`src/rtl/cfp_pkg.sv`:
```
`default_nettype none

package cfp_pkg;

  localparam int unsigned MaxColumnsDefault = 256;

  localparam logic [7:0] ChQuote   = 8'h22;
  localparam logic [7:0] ChCr      = 8'h0D;
  localparam logic [7:0] ChLf      = 8'h0A;
  localparam logic [7:0] ChComma   = 8'h2C;
  localparam logic [7:0] ChNeutral = 8'h61;

  localparam logic KindData = 1'b0;
  localparam logic KindEnd  = 1'b1;

  typedef enum logic [2:0] {
    CE_NONE       = 3'd0,
    CE_CELL       = 3'd1,
    CE_ROW        = 3'd2,
    CE_FINAL_ROW  = 3'd3,
    CE_INPUT_END  = 3'd4
  } cell_end_e;

  typedef enum logic [2:0] {
    ERR_OK          = 3'd0,
    ERR_LONE_CR     = 3'd1,
    ERR_QUOTE_MID   = 3'd2,
    ERR_AFTER_QUOTE = 3'd3,
    ERR_EMPTY_LINE  = 3'd4
  } err_e;

  // Per-cell parse state; cleared at every cell end.
  typedef struct packed {
    logic       inside_quotes;
    logic [7:0] prev_byte;
    logic       cell_started;
    logic       cell_has_content;
  } cell_state_t;

  localparam cell_state_t CellStateReset = '{
    inside_quotes:    1'b0,
    prev_byte:        ChNeutral,
    cell_started:     1'b0,
    cell_has_content: 1'b0
  };

  typedef struct packed {
    logic       data_valid;
    logic [7:0] data_byte;
    cell_end_e  cell_end;
    logic [7:0] column_index;
    err_e       error_code;
  } result_t;

endpackage

`default_nettype wire

```
`src/rtl/cfp_step.sv`:
```
`default_nettype none

// Classifies one byte against the current parse state and produces the
// next state together with the result item.
module cfp_step #(
  parameter int unsigned MaxColumns = cfp_pkg::MaxColumnsDefault,
  parameter int unsigned CntW       = $clog2(MaxColumns)
) (
  input  wire logic                 kind_i,
  input  wire logic [7:0]           in_byte_i,
  input  wire cfp_pkg::cell_state_t cell_i,
  input  wire logic [CntW-1:0]      col_cnt_i,
  input  wire cfp_pkg::err_e        err_i,
  output cfp_pkg::cell_state_t      cell_o,
  output logic [CntW-1:0]           col_cnt_o,
  output cfp_pkg::err_e             err_o,
  output cfp_pkg::result_t          result_o
);

  localparam logic [CntW-1:0] ColMax = CntW'(MaxColumns - 1);

  logic [7:0] col_sat;
  logic       row_empty;

  // The reported index saturates at 255 even when the counter is wider.
  if (CntW > 8) begin : g_wide
    assign col_sat = (col_cnt_i > CntW'(255)) ? 8'hFF : col_cnt_i[7:0];
  end else begin : g_narrow
    assign col_sat = 8'(col_cnt_i);
  end

  assign row_empty = !cell_i.cell_has_content && (col_cnt_i == '0);

  always_comb begin
    cell_o    = cell_i;
    col_cnt_o = col_cnt_i;
    err_o     = err_i;
    result_o  = '{
      data_valid:   1'b0,
      data_byte:    8'h00,
      cell_end:     cfp_pkg::CE_NONE,
      column_index: col_sat,
      error_code:   err_i
    };

    if (err_i == cfp_pkg::ERR_OK) begin
      if (kind_i == cfp_pkg::KindEnd) begin
        result_o.cell_end = row_empty ? cfp_pkg::CE_INPUT_END : cfp_pkg::CE_FINAL_ROW;
        cell_o    = cfp_pkg::CellStateReset;
        col_cnt_o = '0;
      end else if (cell_i.inside_quotes) begin
        if (in_byte_i == cfp_pkg::ChQuote) begin
          cell_o.inside_quotes = 1'b0;
        end else begin
          result_o.data_valid     = 1'b1;
          result_o.data_byte      = in_byte_i;
          cell_o.cell_has_content = 1'b1;
        end
        cell_o.prev_byte    = in_byte_i;
        cell_o.cell_started = 1'b1;
      end else if (cell_i.prev_byte == cfp_pkg::ChCr && in_byte_i != cfp_pkg::ChLf) begin
        err_o = cfp_pkg::ERR_LONE_CR;
      end else if (in_byte_i == cfp_pkg::ChQuote) begin
        if (cell_i.prev_byte == cfp_pkg::ChQuote) begin
          // A doubled quote outside quotes is a literal quote and reopens.
          result_o.data_valid     = 1'b1;
          result_o.data_byte      = in_byte_i;
          cell_o.cell_has_content = 1'b1;
          cell_o.inside_quotes    = 1'b1;
          cell_o.prev_byte        = in_byte_i;
          cell_o.cell_started     = 1'b1;
        end else if (cell_i.cell_started) begin
          err_o = cfp_pkg::ERR_QUOTE_MID;
        end else begin
          cell_o.inside_quotes = 1'b1;
          cell_o.prev_byte     = in_byte_i;
          cell_o.cell_started  = 1'b1;
        end
      end else if (in_byte_i == cfp_pkg::ChCr) begin
        cell_o.prev_byte    = in_byte_i;
        cell_o.cell_started = 1'b1;
      end else if (in_byte_i == cfp_pkg::ChLf) begin
        if (row_empty) begin
          err_o = cfp_pkg::ERR_EMPTY_LINE;
        end else begin
          result_o.cell_end = cfp_pkg::CE_ROW;
          cell_o    = cfp_pkg::CellStateReset;
          col_cnt_o = '0;
        end
      end else if (in_byte_i == cfp_pkg::ChComma) begin
        result_o.cell_end = cfp_pkg::CE_CELL;
        cell_o = cfp_pkg::CellStateReset;
        if (col_cnt_i != ColMax) begin
          col_cnt_o = col_cnt_i + CntW'(1);
        end
      end else if (cell_i.prev_byte == cfp_pkg::ChQuote) begin
        err_o = cfp_pkg::ERR_AFTER_QUOTE;
      end else begin
        result_o.data_valid     = 1'b1;
        result_o.data_byte      = in_byte_i;
        cell_o.cell_has_content = 1'b1;
        cell_o.prev_byte        = in_byte_i;
        cell_o.cell_started     = 1'b1;
      end
    end

    result_o.error_code = err_o;
  end

endmodule

`default_nettype wire

```
`src/rtl/csv_field_parser_top.sv`:
```
// A byte accepted into the input register is classified by cfp_step and moves
// into the result register; a stalled sink can hold it in either register.
// Throughput: one byte per cycle unless the sink stalls; parse state is registered.
// Reset: asynchronous, active low; clears all parse state, the column count
// and the sticky error, and empties both register stages.
`default_nettype none

module csv_field_parser_top #(
  parameter int unsigned MAX_COLUMNS = cfp_pkg::MaxColumnsDefault
) (
  input  wire logic        clk_i,
  input  wire logic        rst_ni,
  input  wire logic        s_axis_tvalid,
  output logic             s_axis_tready,
  input  wire logic [7:0]  s_axis_tdata,   // [7:0] in_byte
  input  wire logic        s_axis_tuser,   // [0] kind
  output logic             m_axis_tvalid,
  input  wire logic        m_axis_tready,
  output logic [23:0]      m_axis_tdata,   // [7:0] data_byte, [15:8] column_index,
                                           // [18:16] error_code, [23:19] zero
  output logic [3:0]       m_axis_tuser    // [0] data_valid, [3:1] cell_end
);

  localparam int unsigned CntW = $clog2(MAX_COLUMNS);

  logic                 in_valid_q;
  logic                 kind_q;
  logic [7:0]           byte_q;
  logic                 out_free;
  logic                 advance;

  cfp_pkg::cell_state_t cell_q, cell_d;
  logic [CntW-1:0]      col_cnt_q, col_cnt_d;
  cfp_pkg::err_e        err_q, err_d;
  cfp_pkg::result_t     res_d, res_q;
  logic                 out_valid_q;

  assign out_free      = !out_valid_q || m_axis_tready;
  assign advance       = in_valid_q && out_free;
  assign s_axis_tready = !in_valid_q || out_free;

  always_ff @(posedge clk_i or negedge rst_ni) begin
    if (!rst_ni) begin
      in_valid_q <= 1'b0;
    end else if (s_axis_tready) begin
      in_valid_q <= s_axis_tvalid;
    end
  end

  always_ff @(posedge clk_i) begin
    if (s_axis_tvalid && s_axis_tready) begin
      kind_q <= s_axis_tuser;
      byte_q <= s_axis_tdata;
    end
  end

  cfp_step #(
    .MaxColumns (MAX_COLUMNS),
    .CntW       (CntW)
  ) u_step (
    .kind_i    (kind_q),
    .in_byte_i (byte_q),
    .cell_i    (cell_q),
    .col_cnt_i (col_cnt_q),
    .err_i     (err_q),
    .cell_o    (cell_d),
    .col_cnt_o (col_cnt_d),
    .err_o     (err_d),
    .result_o  (res_d)
  );

  always_ff @(posedge clk_i or negedge rst_ni) begin
    if (!rst_ni) begin
      cell_q    <= cfp_pkg::CellStateReset;
      col_cnt_q <= '0;
      err_q     <= cfp_pkg::ERR_OK;
    end else if (advance) begin
      cell_q    <= cell_d;
      col_cnt_q <= col_cnt_d;
      err_q     <= err_d;
    end
  end

  always_ff @(posedge clk_i or negedge rst_ni) begin
    if (!rst_ni) begin
      out_valid_q <= 1'b0;
    end else if (out_free) begin
      out_valid_q <= in_valid_q;
    end
  end

  always_ff @(posedge clk_i) begin
    if (advance) begin
      res_q <= res_d;
    end
  end

  assign m_axis_tvalid = out_valid_q;
  assign m_axis_tdata  = {5'b0, res_q.error_code, res_q.column_index, res_q.data_byte};
  assign m_axis_tuser  = {res_q.cell_end, res_q.data_valid};

endmodule

`default_nettype wire

```
`config.mk`:
```
export PLATFORM = sky130hd
export DESIGN_NAME = csv_field_parser_top
export DESIGN_NICKNAME = d
export VERILOG_FILES = /design/src/rtl/cfp_pkg.sv /design/src/rtl/cfp_step.sv /design/src/rtl/csv_field_parser_top.sv
export SDC_FILE = /design/constraint.sdc
export NUM_CORES = 1
export LEC_CHECK = 0
export BUFFER_PORTS_ARGS = -buffer_cell sky130_fd_sc_hd__buf_2
export CORE_MARGIN = 1.5
export CORE_UTILIZATION = 45
export CTS_CLUSTER_SIZE = 30
export DETAILED_ROUTE_END_ITERATION = 16
export GPL_ROUTABILITY_DRIVEN = 1
export PLACE_DENSITY = 0.65
export SLEW_MARGIN = 25
export SYNTH_ARGS = -nofsm -noshare
export SYNTH_HDL_FRONTEND = slang
export SYNTH_SLANG_ARGS = --single-unit
```
`constraint.sdc`:
```
create_clock -name clk_i -period 6.2 [get_ports clk_i]
set_input_delay 0.31 -clock clk_i [delete_from_list [all_inputs] [get_ports clk_i]]
set_output_delay 0.31 -clock clk_i [all_outputs]
set_load 0.01 [all_outputs]
```
---- Word level (Yosys, flattened, before mapping) ----
Cells that the tools add are included.
W data, S select, Z words.
cells by class
  equal/unequal tests ..................... 22
  reduce and logical (&&, ||, !) cells .... 19
  bitwise gates (word level) .............. 1
  mux-type cells .......................... 53
  add/subtract/negate cells ............... 1
operators with widths
  kind                   number
  $mux W8                9
  $mux W9                8
  $mux W10               6
  $mux W3                17
  $mux W11               4
  $eq A8 B4 Y1 const B   3
  $eq A8 B6 Y1 const B   3
  $mux W12               2
  $ne A3 B3 Y1 const B   4
  $ne A5 B5 Y1 const B   2
  $reduce_and A9 Y1      1
  $add A8 B1 Y8 const B  1
  $logic_not A8 Y1       1
  $ne A2 B2 Y1 const B   4
  $ne A8 B4 Y1 const B   1
  $ne A8 B8 Y1 const B   1
  $reduce_and A8 Y1      1
  $ne A7 B6 Y1 const B   1
  $mux W1                6
  $ne A6 B5 Y1 const B   1
  $ne A6 B6 Y1 const B   1
  $reduce_and A6 Y1      1
  $reduce_bool A3 Y1     2
  $reduce_and A5 Y1      1
  other kinds (9)        15
storage, ports and cells
  flip-flop bits (word level) ............. 56
  word-level logic and storage cells ...... 111

---- Depth between registers and ports, before layout ----
  depth in word-level cells ............... 10
  mapped depth ............................ 8
  mapped depth without buffers ............ 8

---- Hierarchy ----
A second synthesis with hierarchy kept.
unflattened totals
  cell total of the unflattened synthesis .. 303
  area total of the unflattened synthesis .. 3358.2 µm²
modules (own cells, without submodules)
  module                times used  seq. area each (µm²)  cells an instance  area an instance (µm²)
  csv_field_parser_top  1           1565.3                93                 2003.2
  cfp_step              1           0.0                   210                1355.0

---- Least setup slack after synthesis ----
Ideal clock, no wire load.
  kind .................................... flip-flop to flip-flop
  start point ............................. register byte_q[3]
  end point ............................... register res_q (netlist bit m_axis_tdata[1]), data pin
  data arrival time ....................... 1.875 ns
  period minus slack after synthesis ...... 2.131 ns
  required time ........................... 5.944 ns
  stages on the path, launching flop included .. 8
  setup slack ............................. 4.069 ns
  setup time .............................. 0.256 ns
  cells stage by stage .................... edfxtp_1 -> nor4b_4 -> and3_1 -> buf_6 -> o31ai_1 -> a211oi_1 -> or3_1 -> and4_1
on the way
  word-level cells in the longest chain between the ends .. 7
RTL lines
  what                    RTL line                    source
  start, declared         csv_field_parser_top.sv:28  logic [7:0] byte_q;
  start signal, assigned  csv_field_parser_top.sv:53  byte_q <= s_axis_tdata;
  $eq A8 B6 Y1            cfp_step.sv:90              end else if (in_byte_i == cfp_pkg::ChComma) begin
  $mux W9                 cfp_step.sv:90
  $mux W9                 cfp_step.sv:82              end else if (in_byte_i == cfp_pkg::ChLf) begin
  $mux W12                cfp_step.sv:79              end else if (in_byte_i == cfp_pkg::ChCr) begin
  $mux W9                 cfp_step.sv:63              end else if (in_byte_i == cfp_pkg::ChQuote) begin
  $mux W12                cfp_step.sv:61              end else if (cell_i.prev_byte == cfp_pkg::ChCr && in_byte_i != cfp_pkg::ChLf) begin
  $mux W9 (*)             cfp_step.sv:51              end else if (cell_i.inside_quotes) begin
  end signal, assigned    csv_field_parser_top.sv:94  res_q <= res_d;
  end, declared           csv_field_parser_top.sv:35  cfp_pkg::result_t res_d, res_q;
Mark *: on every way between the ends. The rest lies on a longest branch, timed or not.
A chain may end at the register's enable or synchronous reset.

---- Worst setup path after layout ----
  start point ............................. register byte_q[7]
  end point ............................... register col_cnt_q[2]
on the way
  word-level cells in the longest chain between the ends .. 7
RTL lines
  what                  RTL line                    source
  $eq A8 B4 Y1          cfp_step.sv:82
  $mux W8               cfp_step.sv:82
  $mux W8               cfp_step.sv:79
  $mux W8               cfp_step.sv:63
  $mux W8               cfp_step.sv:61
  $mux W8               cfp_step.sv:51
  $mux W8               cfp_step.sv:47              if (kind_i == cfp_pkg::KindEnd) begin
  end signal, assigned  csv_field_parser_top.sv:79  col_cnt_q <= col_cnt_d;
  end, declared         csv_field_parser_top.sv:33  logic [CntW-1:0] col_cnt_q, col_cnt_d;
Parallel ways exist; a longest one is shown, timed or not. The select of a mux whose other input is x is not followed.

==> impl_metrics.json <==
{
  "status": "complete, but fails checks",
  "violations": "negative hold slack",
  "cts.sink_count": 56,
  "path_clk_slew_ns": 0.10,
  "insertion_delay_ns": 0.31,
  "fin_ws_ns": 3.726,
  "hp-class": "input port to asynchronous set/reset pin",
  "rows": 28,
  "grt_max_degree": 26,
  "grt_util_met1": 0.2520,
  "ys_seq_area_frac": 0.5620,
  "drt_pass1_iterations": 4,
  "gp_congestion": 0.9525,
  "track_usage": 0.1761,
  "path_class": "register to register",
  "routedWlPerCell_um": 15.53,
  "multi_input_area_um2": 1135,
  "critPathRequiredTime_ns": 6.39,
  "maxSlewViolCount": 0,
  "ys_async_sr_fraction": 0.4286,
  "vias": 1933,
  "drc": 0,
  "max-slew-margin-rel": 0.5485,
  "cts_setup_buffers": 0,
  "area_growth_pct": 10.96,
  "grt_overflow": 0,
  "totalWireLength_um": 5341,
  "drt_iter0_markers": 128,
  "cts.repair.resized": 0,
  "ant_nets": 0,
  "fillCellCount": 541,
  "powerDensity_nw_per_um2": 213.5,
  "avgSynthCellArea_um2": 12.01,
  "regArea_um2": 1565,
  "die_area_um2": 6670,
  "grt_pass1_wl_um": 8894,
  "rsz0062_at_grt": "no",
  "ir_drop_uv": 149.5,
  "arrival_ns": 2.67,
  "grtUsageMet3": 0.03889,
  "start_kind": "register",
  "max_cap_viol_count": 0,
  "critical_path.max_stage_delay_ns": 0.50,
  "netlist_instances": 232,
  "numCtsBuffers": 5,
  "io_pins": 43,
  "viasPerCell": 5.619,
  "timing_hold_violations_final": 14,
  "p_leak_nw": 1.302,
  "syn-cell-area_um2": 2785,
  "drive_above_1_share": 0.2714,
  "ys_ff_latch": 56,
  "crit_fanout": 8,
  "core-area_um2": 5956,
  "root_buffer": "clkbuf_8",
  "die_w_um": 81.67,
  "cts_tree": "built",
  "portBuffers": 37,
  "start_util": 0.4676,
  "diodes": 0,
  "yosysWarnings": 0,
  "grt_pass1_vias": 1867,
  "place_hpwl_um": 3891,
  "skew_ns": 0.01212,
  "fin_crit_sh": 0.3991,
  "max_freq_mhz": 404.1,
  "grt.met2_usage": 0.2653,
  "netlist-cell-type-count": 56,
  "crit_slowest_cell": "edfxtp_1",
  "crit_path_end_kind": "register",
  "cp_cell_sequence": "nor4b_4 > and3_1 > nor2_1 > nor4_1 > o21a_1 > a31oi_1",
  "die_y_um": 81.67,
  "fin_nets": 283,
  "synth_ff_type": "edfxtp_1",
  "fin_crit_ns": 2.474,
  "worst_pin_slew_ns": 0.6717,
  "clockBufferDepth": 2,
  "busiest_layer": "met2",
  "whs_ns": -0.006186,
  "pre_cts_ws_ns": 3.787,
  "synth_edf_count": 32,
  "setup-tns-final_ns": 0,
  "setup_viol": 0,
  "grt_antenna_before_repair": 0,
  "htreeDepth": 2,
  "hold_buffers": 0
}
synthesized netlist by cell type (3+ instances only):
cell | instances | share of area
nor2_1 | 13 | 0.018
dfstp_2 | 3 | 0.028
inv_1 | 7 | 0.0094
nand3_1 | 5 | 0.0090
mux2_4 | 6 | 0.032
buf_4 | 7 | 0.019
nand2_1 | 15 | 0.020
a31oi_1 | 8 | 0.018
nor3_1 | 3 | 0.0054
nand2b_1 | 9 | 0.020
edfxtp_1 | 32 | 0.35
and4_1 | 3 | 0.0094
nor4b_2 | 4 | 0.022
nor4_1 | 6 | 0.013
and3_1 | 12 | 0.027
nor3b_1 | 4 | 0.011
and2_1 | 4 | 0.0090
a21oi_1 | 14 | 0.025
o21ai_0 | 7 | 0.013
dfrtp_1 | 21 | 0.19
a41oi_1 | 4 | 0.013
final timing paths:
path / from / endpoint / slack [ns] / depth (start not counted)
worst max-delay path: byte_q[7] / col_cnt_q[2] / 3.73 / 6
worst min-delay path: rst_ni / err_q[1] / -0.006 / 1
worst max register to register: byte_q[7] / col_cnt_q[2] / 3.73 / 6
worst min register to register: col_cnt_q[0] / m_axis_tdata[8] / 0.51 / 0
max in group asynchronous: rst_ni / cell_q[0] / 5.81 / 1
min in group clk_i: s_axis_tdata[4] / byte_q[4] / 0.17 / 1
kinds of logic after synthesis:
family	after synthesis	synth area share
fa+ha+maj	2	0.008983
flops	56	0.5620
buf+inv	19	0.03864
mux	7	0.03639
simple gates	95	0.2224
other cells	1	0.001346
compound gates	52	0.1303
area by class of cell:
cell class | instances | share of cell area
inverters | 7 | 0.008502
flip-flops and latches | 56 | 0.5065
clock inverters | 2 | 0.004049
multi-input cells | 161 | 0.3672
repair buffers | 37 | 0.05992
well taps | 75 | 0.03036
clock buffers | 6 | 0.02348
metal layers:
metal	wire length, um	vias to the layer above	share of wire
li1	-	947	-
met5	0	-	0
met2	2499	53	0.47
met4	70	0	0.013
met3	237	9	0.044
met1	2533	924	0.47
critical path, delay by kind of cell, from the launching register on:
kind	cells	cell delay [ns]
AO/OA/AOI/OAI	2	0.47
flip-flops	1	0.50
AND/OR/NAND/NOR	4	1.39
cells in the final DEF, fill, tap and decap left out, types with 3 or more instances in the layout:
master     n
nor2_1    13
o21ai_0    7
a41oi_1    4
mux2_4     6
a31oi_1    8
and3_1    12
and4_1     3
nor3b_1    4
dfrtp_1   21
dfstp_2    3
a21oi_1   14
buf_2     37
nand2b_1   9
and2_1     3
nor4b_2    4
inv_1      7
nand3_1    5
edfxtp_1  32
nor3_1     3
conb_1     5
nand2_1   15
nor4_1     5
clkbuf_8   5
through the flow:
stage	cell area (um2)	hold WS (ns)	utilization	instances	power [mW]
final	3090	-0.006186	0.5189	344	0.6598
after global routing	3090	0.01633	0.5189	344	0.6881
after CTS	3083	0.003170	0.5176	344	0.6660
after detailed placement	2998	0.3476	0.5034	336	0.4718
after global placement	2998	0.3469	0.5034	336	0.4717
after floorplan	2800	0.01441	-	236	0.4520
power by group:
group / internal, mW / leakage (nW) / switching (mW) / total [mW]
sequential: 0.409 / 0.611 / 0.0104 / 0.419
clock: 0.0793 / 0.0412 / 0.117 / 0.196
combinational: 0.0156 / 0.650 / 0.0287 / 0.0443
total: 0.504 / 1.30 / 0.156 / 0.660
sequential cells by signal, summed over array words and instances, names as in the netlist:
| register | flops |
|---|---|
| m_axis_tvalid | 1 |
| m_axis_tdata | 19 |
| cell_q | 11 |
| col_cnt_q | 8 |
| err_q | 3 |
| kind_q | 1 |
| in_valid_q | 1 |
| m_axis_tuser | 4 |
| byte_q | 8 |
Note: power is estimated with default switching activity, not from simulation.
